[config.mk]
export PLATFORM = sky130hd
export DESIGN_NAME = ws2812_frame_serializer_unit
export DESIGN_NICKNAME = d
export VERILOG_FILES = /design/src/sv/wfs_pkg.sv /design/src/sv/wfs_ram.sv /design/src/sv/wfs_skid.sv /design/src/sv/wfs_sequencer.sv /design/src/sv/ws2812_frame_serializer_unit.sv
export VERILOG_INCLUDE_DIRS = /design/src /design/src/sv
export SDC_FILE = /design/constraint.sdc
export NUM_CORES = 1
export LEC_CHECK = 0
export BUFFER_PORTS_ARGS = -buffer_cell sky130_fd_sc_hd__clkbuf_2
export CORE_UTILIZATION = 30
export CTS_BUF_LIST = sky130_fd_sc_hd__clkbuf_4 sky130_fd_sc_hd__clkbuf_8
export CTS_CLUSTER_DIAMETER = 50
export CTS_CLUSTER_SIZE = 14
export DETAILED_ROUTE_END_ITERATION = 8
export SKIP_LAST_GASP = 1
export SYNTH_ARGS = -nofsm -noshare
export SYNTH_HDL_FRONTEND = slang
export SYNTH_HIERARCHICAL = 1
export SYNTH_SLANG_ARGS = --single-unit
[constraint.sdc]
create_clock -name clock -period 9.95 [get_ports clock]
set_input_delay 0.4975 -clock clock [delete_from_list [all_inputs] [get_ports clock]]
set_output_delay 0.4975 -clock clock [all_outputs]
set_load 0.01 [all_outputs]
[src/sv/ws2812_frame_serializer_unit_assert.svh]
// Assertion macros for the serializer RTL.
`ifndef WS2812_FRAME_SERIALIZER_UNIT_ASSERT_SVH
`define WS2812_FRAME_SERIALIZER_UNIT_ASSERT_SVH

// Same-cycle implication, checked at every rising edge outside reset.
`define WFS_ASSERT_NOW(lbl, clk, rst, ante, cons) \
   lbl: assert property (@(posedge clk) disable iff (rst) (ante) |-> (cons)) \
      else $error("wfs: same-cycle check failed");

// Next-cycle implication, checked at every rising edge outside reset.
`define WFS_ASSERT_NEXT(lbl, clk, rst, ante, cons) \
   lbl: assert property (@(posedge clk) disable iff (rst) (ante) |=> (cons)) \
      else $error("wfs: next-cycle check failed");

`endif

[src/sv/wfs_pkg.sv]
// Types, constants and helpers shared by the WS2812 frame serializer.
`default_nettype none
package wfs_pkg;

   localparam int TICK_W  = 10;
   localparam int LEVEL_W = 8;
   localparam int WORD_W  = 32;

   localparam logic [TICK_W-1:0] ONE_HIGH_RESET  = 10'd63;
   localparam logic [TICK_W-1:0] ONE_LOW_RESET   = 10'd45;
   localparam logic [TICK_W-1:0] ZERO_HIGH_RESET = 10'd30;
   localparam logic [TICK_W-1:0] ZERO_LOW_RESET  = 10'd90;

   typedef enum logic [1:0] {
      OP_TICK  = 2'd0,
      OP_WRITE = 2'd1,
      OP_START = 2'd2
   } op_type;

   typedef enum logic [1:0] {
      CSR_ONE_HIGH  = 2'd0,
      CSR_ONE_LOW   = 2'd1,
      CSR_ZERO_HIGH = 2'd2,
      CSR_ZERO_LOW  = 2'd3
   } csr_type;

   typedef struct packed {
      logic [TICK_W-1:0] one_high;
      logic [TICK_W-1:0] one_low;
      logic [TICK_W-1:0] zero_high;
      logic [TICK_W-1:0] zero_low;
   } timing_type;

   typedef struct packed {
      logic [LEVEL_W-1:0] line_levels;
      logic               busy_res;
      logic               frame_done;
      logic               accepted;
   } rsp_type;

   // Swaps the two middle bytes, turning an RGB word into GRB order.
   function automatic logic [WORD_W-1:0] swap_middle(input logic [WORD_W-1:0] w);
      return {w[31:24], w[15:8], w[23:16], w[7:0]};
   endfunction

endpackage
`default_nettype wire

[src/sv/wfs_ram.sv]
// Generic single-write, single-read RAM with a registered read port.
`default_nettype none
module wfs_ram #(
   parameter int WIDTH = 24,
   parameter int DEPTH = 16,
   localparam int ADDR_W = (DEPTH > 1) ? $clog2(DEPTH) : 1
) (
   input  logic              clock,
   input  logic              wr_en,
   input  logic [ADDR_W-1:0] wr_addr,
   input  logic [WIDTH-1:0]  wr_data,
   input  logic [ADDR_W-1:0] rd_addr,
   output logic [WIDTH-1:0]  rd_data
);

   logic [WIDTH-1:0] mem_ff [DEPTH];
   logic [WIDTH-1:0] rd_data_ff;

   always_ff @(posedge clock) begin
      if (wr_en) begin
         mem_ff[wr_addr] <= wr_data;
      end
      rd_data_ff <= mem_ff[rd_addr];
   end

   assign rd_data = rd_data_ff;

endmodule
`default_nettype wire

[src/sv/wfs_skid.sv]
// Two-entry output buffer that decouples result transfers from input transfers.
`default_nettype none
module wfs_skid (
   input  logic            clock,
   input  logic            reset,
   input  logic            in_valid,
   input  wfs_pkg::rsp_type in_data,
   output logic            full,
   output logic            out_valid,
   output wfs_pkg::rsp_type out_data,
   input  logic            out_stall
);
   import wfs_pkg::*;

   logic    out_valid_ff, out_valid_in;
   rsp_type out_data_ff, out_data_in;
   logic    skid_valid_ff, skid_valid_in;
   rsp_type skid_data_ff, skid_data_in;

   always_comb begin
      out_valid_in  = out_valid_ff;
      out_data_in   = out_data_ff;
      skid_valid_in = skid_valid_ff;
      skid_data_in  = skid_data_ff;
      if (out_valid_ff && out_stall) begin
         if (in_valid && !skid_valid_ff) begin
            skid_valid_in = 1'b1;
            skid_data_in  = in_data;
         end
      end else if (skid_valid_ff) begin
         out_valid_in  = 1'b1;
         out_data_in   = skid_data_ff;
         skid_valid_in = 1'b0;
      end else begin
         out_valid_in = in_valid;
         out_data_in  = in_data;
      end
   end

   always_ff @(posedge clock) begin
      if (reset) begin
         out_valid_ff  <= 1'b0;
         skid_valid_ff <= 1'b0;
      end else begin
         out_valid_ff  <= out_valid_in;
         skid_valid_ff <= skid_valid_in;
      end
      out_data_ff  <= out_data_in;
      skid_data_ff <= skid_data_in;
   end

   assign full      = skid_valid_ff;
   assign out_valid = out_valid_ff;
   assign out_data  = out_data_ff;

endmodule
`default_nettype wire

[src/sv/wfs_sequencer.sv]
// Waveform sequencer: frame state, slot valid bits and colour store access.
`default_nettype none
module wfs_sequencer #(
   parameter int SLOTS = 16,
   parameter int LINES = 8,
   parameter int BITS_PER_LED = 24,
   localparam int SLOT_W = (SLOTS > 1) ? $clog2(SLOTS) : 1,
   localparam int POS_W  = $clog2(SLOTS + 1),
   localparam int LINE_W = (LINES > 1) ? $clog2(LINES) : 1,
   localparam int BIT_W  = $clog2(BITS_PER_LED)
) (
   input  logic                    clock,
   input  logic                    reset,
   input  logic                    take,
   input  logic [1:0]              op,
   input  logic [3:0]              slot,
   input  logic [31:0]             word,
   input  logic [4:0]              count,
   input  logic [2:0]              line,
   input  wfs_pkg::timing_type     timing,
   input  logic [BITS_PER_LED-1:0] ram_rd_data,
   output logic                    ram_wr_en,
   output logic [SLOT_W-1:0]       ram_wr_addr,
   output logic [BITS_PER_LED-1:0] ram_wr_data,
   output logic [SLOT_W-1:0]       ram_rd_addr,
   output wfs_pkg::rsp_type        result
);
   import wfs_pkg::*;

   logic              sending_ff, sending_in;
   logic              phase_high_ff, phase_high_in;
   logic [TICK_W-1:0] phase_cnt_ff, phase_cnt_in;
   logic [BIT_W-1:0]  bit_pos_ff, bit_pos_in;
   logic [SLOT_W-1:0] led_pos_ff, led_pos_in;
   logic [POS_W-1:0]  leds_total_ff, leds_total_in;
   logic [LINE_W-1:0] active_line_ff, active_line_in;
   logic [SLOTS-1:0]  slot_valid_ff, slot_valid_in;
   logic              rd_valid_ff;

   logic [BITS_PER_LED-1:0] cur_word;
   logic                    cur_bit;
   logic [TICK_W-1:0]       dur;
   logic [TICK_W-1:0]       dur_eff;
   logic [TICK_W-1:0]       cnt_inc;
   logic                    phase_end;
   logic [POS_W-1:0]        led_next;
   logic [POS_W-1:0]        count_sat;
   logic [2:0]              line_wrap;
   logic [LEVEL_W-1:0]      levels;
   logic [WORD_W-1:0]       swapped;
   logic                    done;
   logic                    acc;

   assign cur_word = rd_valid_ff ? ram_rd_data : '0;
   assign cur_bit  = cur_word[BIT_W'(BITS_PER_LED - 1) - bit_pos_ff];
   assign cnt_inc  = phase_cnt_ff + TICK_W'(1);
   assign swapped  = swap_middle(word);

   always_comb begin
      if (phase_high_ff) begin
         dur = cur_bit ? timing.one_high : timing.zero_high;
      end else begin
         dur = cur_bit ? timing.one_low : timing.zero_low;
      end
      dur_eff   = (dur == '0) ? TICK_W'(1) : dur;
      phase_end = (cnt_inc >= dur_eff) || (cnt_inc == '0);
   end

   always_comb begin
      if (32'(count) > SLOTS) begin
         count_sat = POS_W'(SLOTS);
      end else begin
         count_sat = POS_W'(count);
      end
      line_wrap = line;
      for (int k = 0; k < 8; k++) begin
         if (32'(line_wrap) >= LINES) begin
            line_wrap = 3'(32'(line_wrap) - LINES);
         end
      end
      for (int i = 0; i < LEVEL_W; i++) begin
         levels[i] = sending_ff && phase_high_ff && (32'(active_line_ff) == i);
      end
   end

   always_comb begin
      sending_in     = sending_ff;
      phase_high_in  = phase_high_ff;
      phase_cnt_in   = phase_cnt_ff;
      bit_pos_in     = bit_pos_ff;
      led_pos_in     = led_pos_ff;
      leds_total_in  = leds_total_ff;
      active_line_in = active_line_ff;
      slot_valid_in  = slot_valid_ff;
      led_next       = POS_W'(led_pos_ff);
      ram_wr_en      = 1'b0;
      ram_wr_addr    = SLOT_W'(slot);
      ram_wr_data    = swapped[BITS_PER_LED-1:0];
      done           = 1'b0;
      acc            = 1'b0;
      if (take) begin
         unique case (op)
            OP_TICK: begin
               if (sending_ff) begin
                  phase_cnt_in = cnt_inc;
                  if (phase_end) begin
                     phase_cnt_in = '0;
                     if (phase_high_ff) begin
                        phase_high_in = 1'b0;
                     end else begin
                        if (bit_pos_ff == BIT_W'(BITS_PER_LED - 1)) begin
                           bit_pos_in = '0;
                           led_next   = POS_W'(led_pos_ff) + POS_W'(1);
                        end else begin
                           bit_pos_in = bit_pos_ff + BIT_W'(1);
                        end
                        if (led_next >= leds_total_ff) begin
                           sending_in = 1'b0;
                           led_pos_in = '0;
                           done       = 1'b1;
                        end else begin
                           phase_high_in = 1'b1;
                           led_pos_in    = SLOT_W'(led_next);
                        end
                     end
                  end
               end
            end
            OP_WRITE: begin
               if (!sending_ff && (32'(slot) < SLOTS)) begin
                  ram_wr_en                    = 1'b1;
                  slot_valid_in[SLOT_W'(slot)] = 1'b1;
                  acc                          = 1'b1;
               end
            end
            OP_START: begin
               if (!sending_ff) begin
                  acc = 1'b1;
                  if (count_sat != '0) begin
                     active_line_in = LINE_W'(line_wrap);
                     leds_total_in  = count_sat;
                     led_pos_in     = '0;
                     bit_pos_in     = '0;
                     phase_high_in  = 1'b1;
                     phase_cnt_in   = '0;
                     sending_in     = 1'b1;
                  end
               end
            end
            default: begin
            end
         endcase
      end
   end

   always_ff @(posedge clock) begin
      if (reset) begin
         sending_ff     <= 1'b0;
         phase_high_ff  <= 1'b0;
         phase_cnt_ff   <= '0;
         bit_pos_ff     <= '0;
         led_pos_ff     <= '0;
         leds_total_ff  <= '0;
         active_line_ff <= '0;
         slot_valid_ff  <= '0;
         rd_valid_ff    <= 1'b0;
      end else begin
         sending_ff     <= sending_in;
         phase_high_ff  <= phase_high_in;
         phase_cnt_ff   <= phase_cnt_in;
         bit_pos_ff     <= bit_pos_in;
         led_pos_ff     <= led_pos_in;
         leds_total_ff  <= leds_total_in;
         active_line_ff <= active_line_in;
         slot_valid_ff  <= slot_valid_in;
         rd_valid_ff    <= slot_valid_ff[led_pos_in];
      end
   end

   assign ram_rd_addr        = led_pos_in;
   assign result.line_levels = levels;
   assign result.busy_res    = sending_in;
   assign result.frame_done  = done;
   assign result.accepted    = acc;

endmodule
`default_nettype wire

[src/sv/ws2812_frame_serializer_unit.sv]
// A result is formed combinationally from its input transfer and registered in the output buffer.
// Throughput: one item per cycle while the output buffer is not full; the sequencer reads the colour RAM every cycle.
// The output buffer holds two results, so input stalls only when both are full.
// Reset clears the frame state, the slot valid bits and the output buffer, and loads
// the default pulse timing; the colour RAM needs no clearing pass.
`default_nettype none
module ws2812_frame_serializer_unit #(
   parameter int SLOTS = 16,
   parameter int LINES = 8,
   parameter int BITS_PER_LED = 24
) (
   input  logic        clock,
   input  logic        reset,
   input  logic        req_valid,
   output logic        req_stall,
   input  logic [1:0]  req_operation,
   input  logic [3:0]  req_slot_index,
   input  logic [31:0] req_color_word,
   input  logic [4:0]  req_led_count,
   input  logic [2:0]  req_line_select,
   output logic        rsp_valid,
   input  logic        rsp_stall,
   output logic [7:0]  rsp_line_levels,
   output logic        rsp_busy_res,
   output logic        rsp_frame_done,
   output logic        rsp_accepted,
   input  logic        csr_wr_en,
   input  logic [1:0]  csr_index,
   input  logic [9:0]  csr_wr_data
);
   import wfs_pkg::*;

   `include "ws2812_frame_serializer_unit_assert.svh"

   localparam int SLOT_W = (SLOTS > 1) ? $clog2(SLOTS) : 1;

   timing_type timing_ff, timing_in;
   logic       take;
   logic       buf_full;
   rsp_type    seq_rsp;
   rsp_type    out_rsp;

   logic                    ram_wr_en;
   logic [SLOT_W-1:0]       ram_wr_addr;
   logic [BITS_PER_LED-1:0] ram_wr_data;
   logic [SLOT_W-1:0]       ram_rd_addr;
   logic [BITS_PER_LED-1:0] ram_rd_data;

   always_comb begin
      timing_in = timing_ff;
      if (csr_wr_en) begin
         unique case (csr_index)
            CSR_ONE_HIGH:  timing_in.one_high  = csr_wr_data;
            CSR_ONE_LOW:   timing_in.one_low   = csr_wr_data;
            CSR_ZERO_HIGH: timing_in.zero_high = csr_wr_data;
            CSR_ZERO_LOW:  timing_in.zero_low  = csr_wr_data;
         endcase
      end
   end

   always_ff @(posedge clock) begin
      if (reset) begin
         timing_ff.one_high  <= ONE_HIGH_RESET;
         timing_ff.one_low   <= ONE_LOW_RESET;
         timing_ff.zero_high <= ZERO_HIGH_RESET;
         timing_ff.zero_low  <= ZERO_LOW_RESET;
      end else begin
         timing_ff <= timing_in;
      end
   end

   assign req_stall = buf_full;
   assign take      = req_valid && !buf_full;

   wfs_ram #(
      .WIDTH(BITS_PER_LED),
      .DEPTH(SLOTS)
   ) u_color_ram (
      .clock  (clock),
      .wr_en  (ram_wr_en),
      .wr_addr(ram_wr_addr),
      .wr_data(ram_wr_data),
      .rd_addr(ram_rd_addr),
      .rd_data(ram_rd_data)
   );

   wfs_sequencer #(
      .SLOTS(SLOTS),
      .LINES(LINES),
      .BITS_PER_LED(BITS_PER_LED)
   ) u_sequencer (
      .clock      (clock),
      .reset      (reset),
      .take       (take),
      .op         (req_operation),
      .slot       (req_slot_index),
      .word       (req_color_word),
      .count      (req_led_count),
      .line       (req_line_select),
      .timing     (timing_ff),
      .ram_rd_data(ram_rd_data),
      .ram_wr_en  (ram_wr_en),
      .ram_wr_addr(ram_wr_addr),
      .ram_wr_data(ram_wr_data),
      .ram_rd_addr(ram_rd_addr),
      .result     (seq_rsp)
   );

   wfs_skid u_out_buf (
      .clock    (clock),
      .reset    (reset),
      .in_valid (take),
      .in_data  (seq_rsp),
      .full     (buf_full),
      .out_valid(rsp_valid),
      .out_data (out_rsp),
      .out_stall(rsp_stall)
   );

   assign rsp_line_levels = out_rsp.line_levels;
   assign rsp_busy_res    = out_rsp.busy_res;
   assign rsp_frame_done  = out_rsp.frame_done;
   assign rsp_accepted    = out_rsp.accepted;

   `WFS_ASSERT_NOW(a_full_has_output, clock, reset, buf_full, rsp_valid)
   `WFS_ASSERT_NOW(a_done_ends_frame, clock, reset, rsp_valid && rsp_frame_done, !rsp_busy_res && !rsp_accepted)
   `WFS_ASSERT_NOW(a_accept_needs_op, clock, reset, take && seq_rsp.accepted, req_operation == OP_WRITE || req_operation == OP_START)
   `WFS_ASSERT_NEXT(a_fill_on_stall, clock, reset, take && rsp_valid && rsp_stall, buf_full)

endmodule
`default_nettype wire
* Word-level counts from Yosys, hierarchy flattened *
Memories as Yosys holds them, arrays and structs flattened. A register that Yosys moved wholly into a read port is not among the register bits.
Index checks and enable logic that the tools add are counted.

cells by class
  muxes and demuxes = 67
  multiply operators = 0
  $add $sub $neg = 4
  divide/modulo/power cells = 0
  shift-type cells = 0
  equality and inequality tests = 18
  $lt $le $gt $ge = 7
  bitwise logic cells = 3
  reductions and logical operators = 34

operator list
  kind                                                                          count
  10-bit 2-to-1 mux                                                             8
  5-bit 2-to-1 mux                                                              13
  1-bit 2-to-1 mux                                                              29
  4-bit 2-to-1 mux                                                              7
  24-bit 2-to-1 mux                                                             1
  10-bit zero test                                                              2
  10-bit one-hot mux with 2 select lines                                        1
  16-bit OR                                                                     1
  1-bit logical AND                                                             13
  3-bit == test, second input constant                                          4
  11-bit 2-to-1 mux                                                             1
  10-bit by 1-bit adder with 10-bit output, second input constant               1
  10-bit >= comparator                                                          1
  4-bit by 5-bit less-than comparator with 1-bit output, second input constant  2
  5-bit one-hot mux with 2 select lines                                         1
  2-bit AND reduction                                                           5
  4-bit one-hot mux with 2 select lines                                         1
  7-bit AND reduction                                                           1
  2-bit == test, second input constant                                          3
  3-bit by 2-bit == test with 1-bit output, second input constant               2
  5-bit by 6-bit less-than comparator with 1-bit output, second input constant  1
  2-bit by 1-bit != test with 1-bit output, second input constant               3
  6-bit AND reduction                                                           1
  4-bit by 1-bit adder with 5-bit output, second input constant                 1
  other kinds (24)                                                              30

storage, ports and cells
  memories = 1
  bits in latches = 0
  RAM bits = 384
  memory bits (read-only) = 0
  output and inout port bits = 13
  register bits after elaboration = 110

memory list
  name                words  width  read ports  clocked after Yosys merged registers in  wr ports  line           source
  u_color_ram.mem_ff  16     24     1           1                                        1         wfs_ram.sv:16  logic [WIDTH-1:0] mem_ff [DEPTH];

* Logic depth before layout (Yosys ltp) *
  depth after elaboration = 22
  mapped depth = 27
  gate-level depth less buffers = 22

* Cells and area by module *
The synthesis kept the hierarchy.

modules (own cells, without submodules)
  module                        area each (um2)  seq. area each (um2)  instances  cells an instance
  wfs_ram                       14,930.6         12,011.5              1          636
  wfs_sequencer                 3,891.2          920.9                 1          465
  ws2812_frame_serializer_unit  1,589.0          800.8                 1          153
  wfs_skid                      893.4            700.7                 1          41

* Worst setup path before layout *
Ideal clock, no wire load.

  path kind = register -> register
  start point = reg u_sequencer.bit_pos_ff[0]
  end point = reg u_color_ram.rd_data_ff[10], in the netlist u_color_ram/rd_data[10], read port of u_color_ram.mem_ff
  required time = 9.830 ns
  setup time = 0.120 ns
  setup slack = 4.321 ns
  data arrival time = 5.510 ns
  stages on the path, launching flop included = 23
  path buffers = 4
  clock period less this slack = 5.629 ns
  path through = dfxtp_1 -> buf_6 -> mux4_1 -> a22o_1 -> a41o_4 -> o21ai_2 -> mux4_1 -> nor4_2 -> a31o_1 -> ha_1 -> nand2b_1 -> a211oi_1 -> o31ai_1 -> a311o_2 -> buf_6 -> nand2b_4 -> a22oi_2 -> inv_2 -> clkbuf_1 -> buf_2 -> mux4_2 -> a22oi_1 -> nand2_1

on the way
  longest elaborated chain between the ends = 14

ends and longest elaborated chain
  what                                                                           line                                source
  from (decl)                                                                    wfs_sequencer.sv:33                 logic [BIT_W-1:0] bit_pos_ff, bit_pos_in;
  from (signal assigned)                                                         wfs_sequencer.sv:171                bit_pos_ff <= bit_pos_in;
  parallel branches: the longest is 10 deep, another holds 10-bit >= comparator  -
  4-bit 2-to-1 mux *                                                             wfs_sequencer.sv:106                if (phase_end) begin
  4-bit 2-to-1 mux *                                                             wfs_sequencer.sv:104                if (sending_ff) begin
  4-bit one-hot mux with 2 select lines *                                        wfs_sequencer.sv:102                unique case (op)
  4-bit 2-to-1 mux *                                                             wfs_sequencer.sv:101                if (take) begin
  named net ram_rd_addr[0]                                                       ws2812_frame_serializer_unit.sv:46  logic [SLOT_W-1:0] ram_rd_addr;
  to (decl)                                                                      wfs_ram.sv:17                       logic [WIDTH-1:0] rd_data_ff;

Mark *: on every way through the listed nets, which the timed path passes. The select of a mux whose other input is x is not followed.
A chain may end at the register's enable or synchronous reset.

* Worst setup path in the final report *
  start point = reg u_sequencer.bit_pos_ff[0]
  end point = reg u_color_ram.rd_data_ff[16], in the netlist u_color_ram/rd_data[16], read port of u_color_ram.mem_ff

Same word-level chain as after synthesis.

==> run metrics <==
IO Port Bufs 67; cts bufs inserted 46; status complete, no violations; fill count 6814; 1st-pass router iterations 5; gpl congestion ~0.73; die span in y 268 um; flops & latches, synth 518; relative slew slack 0.243; Slew Limit Fails 0; global-route wire length before repair around 68000 um; Post-Synth Simple-Gate Area 0.0718; Gate Count Post-Synth 1295; met2 global-route usage 0.218; Pwr per Cell Area 160 nW/um^2; Max VDD drop 0.0000693 V; WS Path Type register to register; GRT Overall Usage 0.125; Net Count, Synth 1380; remaining antenna violation count 0; hold slack between 100 and 150 ps; Fmax achieved 135 MHz; post-DP HPWL around 25000 um; Initial Util 0.304; global route overflow 0; vias per cell 4.83; post-synthesis adder-cell area fraction 0.0129; Final period util 0.743; CP Launch Type register; # nets final 1407; Clock Skew 43.6 ps; Post-synth EDFFs 406; routing usage on met3 0.0184; Die X-Extent 268 um; GR met1 Demand/Resource 0.164; async set or reset register ratio after synthesis 0; Synth Area in XOR/XNOR 0.00576; buffer count from post-CTS setup fixing 0; row cnt 97; layout cells sized above 1 0.231; Max-Cap Viols 0; CTS Buffer Depth 3; synthesized cell area 21300 um^2; CTS tree built; setup violators final 0; vias in the first global route 11464; Synth Area in Compound Gates 0.0476; clk slew on worst S/H paths 90 ps; total die area just over 70000 um^2; Yosys warnings 6; largest net degree at the start of global routing 103; # DRC 0; final core utilization 0.333; Lkg Pwr 7.54 nW; worst slew pin tran 1130 ps; average cell area after synthesis 16.5 um^2; Fin. Hold Viols 0; crit end category register; crit-path max FO 51; PostCTS Resize Cnt 0; post-cts hold buffer count 0; final WL 45100 um; minimum clock period 7400 ps; worst path required time 10440 ps; Final WS setup ~2600 ps; Root Driver clkbuf_8; sequential area share after synthesis 0.678; worst hold path class input port to register; clk sink count 518; IO Count 76; DP Worst Slack 2500 ps; RSZ-0062 raised after global routing no; Worst Path Arrival between 7000 and 8000 ps; setup TNS 0 ps; drt wl/cell 19.6 um; vias post-DR 11108; GR peak layer met2; DR iter-0 viols 886; Core ar. 70100 um^2; mux cell area share after synthesis 0.149; Area Overhead vs Synth 9.58%; main flop type after synthesis edfxtp_1; Synth cell types 76; combinational family with the most area after synthesis multiplexers; H-tree depth 2; initial antenna violation count 2; clk_lat worst skew 630 ps
[path summary, 6_finish.rpt]
check	startpoint	to	slack (ps)	cells past startpoint
worst min-delay path	req_line_select[2]	u_sequencer/active_line_ff[2]	140	3
worst max register to register	u_sequencer/bit_pos_ff[0]	u_color_ram/rd_data[16]	2550	19
worst max-delay path	u_sequencer/bit_pos_ff[0]	u_color_ram/rd_data[16]	2550	19
worst min register to register	u_sequencer/slot_valid_ff[10]	u_sequencer/slot_valid_ff[10]	470	2
[worst max-delay path, stage by stage (launching register included)]
cell and delay [ps]:
dfxtp_1 720, mux4_1 640, a22o_1 240, a41o_4 330, o21ai_2 450, mux4_1 690, nor4_2 290, a31o_1 170
ha_1 210, nand2b_1 140, a211oi_1 260, o31ai_1 130, a311oi_1 500, o31a_1 490, a2bb2oi_1 250, inv_4 610
buf_12 360, mux4_2 350, a22oi_1 230, nand2_1 100
[Yosys cell counts, drive strengths merged (3+ instances only)]
cell	instances	area, um^2
buf	67	495
nor2b	10	62.6
mux2	13	176
a311o	3	31.3
nor4	5	37.5
inv	22	82.6
mux2i	54	541
a31oi	6	37.5
ha	22	275
clkbuf	34	148
nand4	12	87.6
edfxtp	406	12200
a211oi	4	30.0
or3	5	33.8
a22oi	55	418
o211ai	4	30.0
mux4	108	2470
nand2b	38	245
nand2	48	183
nand3	15	75.1
nor2	101	382
and3	3	18.8
a21oi	35	175
and2	3	18.8
nor3	23	115
dfxtp	112	2240
and3b	4	37.5
xor2	4	35.0
a211o	5	43.8
o21ai	12	63.8
xnor2	10	87.6
nand3b	10	75.1
nor3b	11	82.6
[logic make-up after synthesis]
kind of cell	count (synthesis)
flops	518
simple gates	297
mux	175
compound gates	144
buf+inv	125
fa+ha+maj	22
xor+xnor	14
[final cells by class]
type                    count  area [um^2]  share of cell area
well taps                 940         1180              0.0504
clock buffers              72          841              0.0360
clock inverters            11          100             0.00429
multi-input cells         652         6240               0.267
diodes                      1         2.50            0.000107
inverters                  22         90.1             0.00386
repair buffers             82          460              0.0197
flip-flops and latches    518        14400               0.618
[state kept, by name, summed over array words and instances (netlist names)]
| signal | cells |
|---|---|
| u_out_buf/skid_data_ff | 11 |
| u_sequencer/led_pos_ff | 4 |
| u_sequencer/bit_pos_ff | 5 |
| timing_ff | 40 |
| u_color_ram/mem_ff | 384 |
| u_sequencer/active_line_ff | 3 |
| u_sequencer/phase_high_ff | 1 |
| u_sequencer/rd_valid_ff | 1 |
| u_sequencer/slot_valid_ff | 16 |
| u_out_buf/out_valid | 1 |
| u_sequencer/phase_cnt_ff | 10 |
| u_sequencer/leds_total_ff | 5 |
| u_out_buf/full | 1 |
| u_sequencer/sending_ff | 1 |
| u_color_ram/rd_data | 24 |
| u_out_buf/out_data | 11 |
[cells in the final DEF, fill, tap and decap left out, types with 11 or more instances in the layout]
| cell | count |
|---|---|
| edfxtp_1 | 406 |
| dfxtp_1 | 112 |
| mux4_2 | 99 |
| nor2_1 | 87 |
| clkbuf_2 | 66 |
| mux2i_1 | 54 |
| a22oi_1 | 54 |
| clkbuf_8 | 48 |
| nand2_1 | 47 |
| nand2b_1 | 37 |
| a21oi_1 | 35 |
| clkbuf_4 | 24 |
| ha_1 | 22 |
| inv_1 | 20 |
| nor3_1 | 19 |
| nand3_1 | 15 |
| buf_4 | 14 |
| nor2_4 | 12 |
| nor3b_1 | 11 |
[layer usage]
metal	part of all wire	wire [um]	up-vias
li1	-	-	5080
met2	0.50	22700	224
met4	0.015	691	2
met5	0.00031	14	-
met3	0.042	1890	55
met1	0.44	19800	5747
[power breakdown]
| group | total [mW] | internal, mW | switching, mW |
|---|---|---|---|
| Sequential | 2.35 | 2.35 | 0.00939 |
| Combinational | 0.109 | 0.0377 | 0.0715 |
| Clock | 1.26 | 0.553 | 0.709 |
| Total | 3.73 | 2.94 | 0.790 |
[per-stage QoR]
stage,power [mW],area (um^2),std cells
floorplan,2.48,21300,1295
global placement,2.51,22400,2214
detailed placement,2.52,22400,2214
CTS,3.77,23300,2297
global route,3.87,23300,2298
finish,3.73,23300,2298
(Power assumes the default switching activity.)
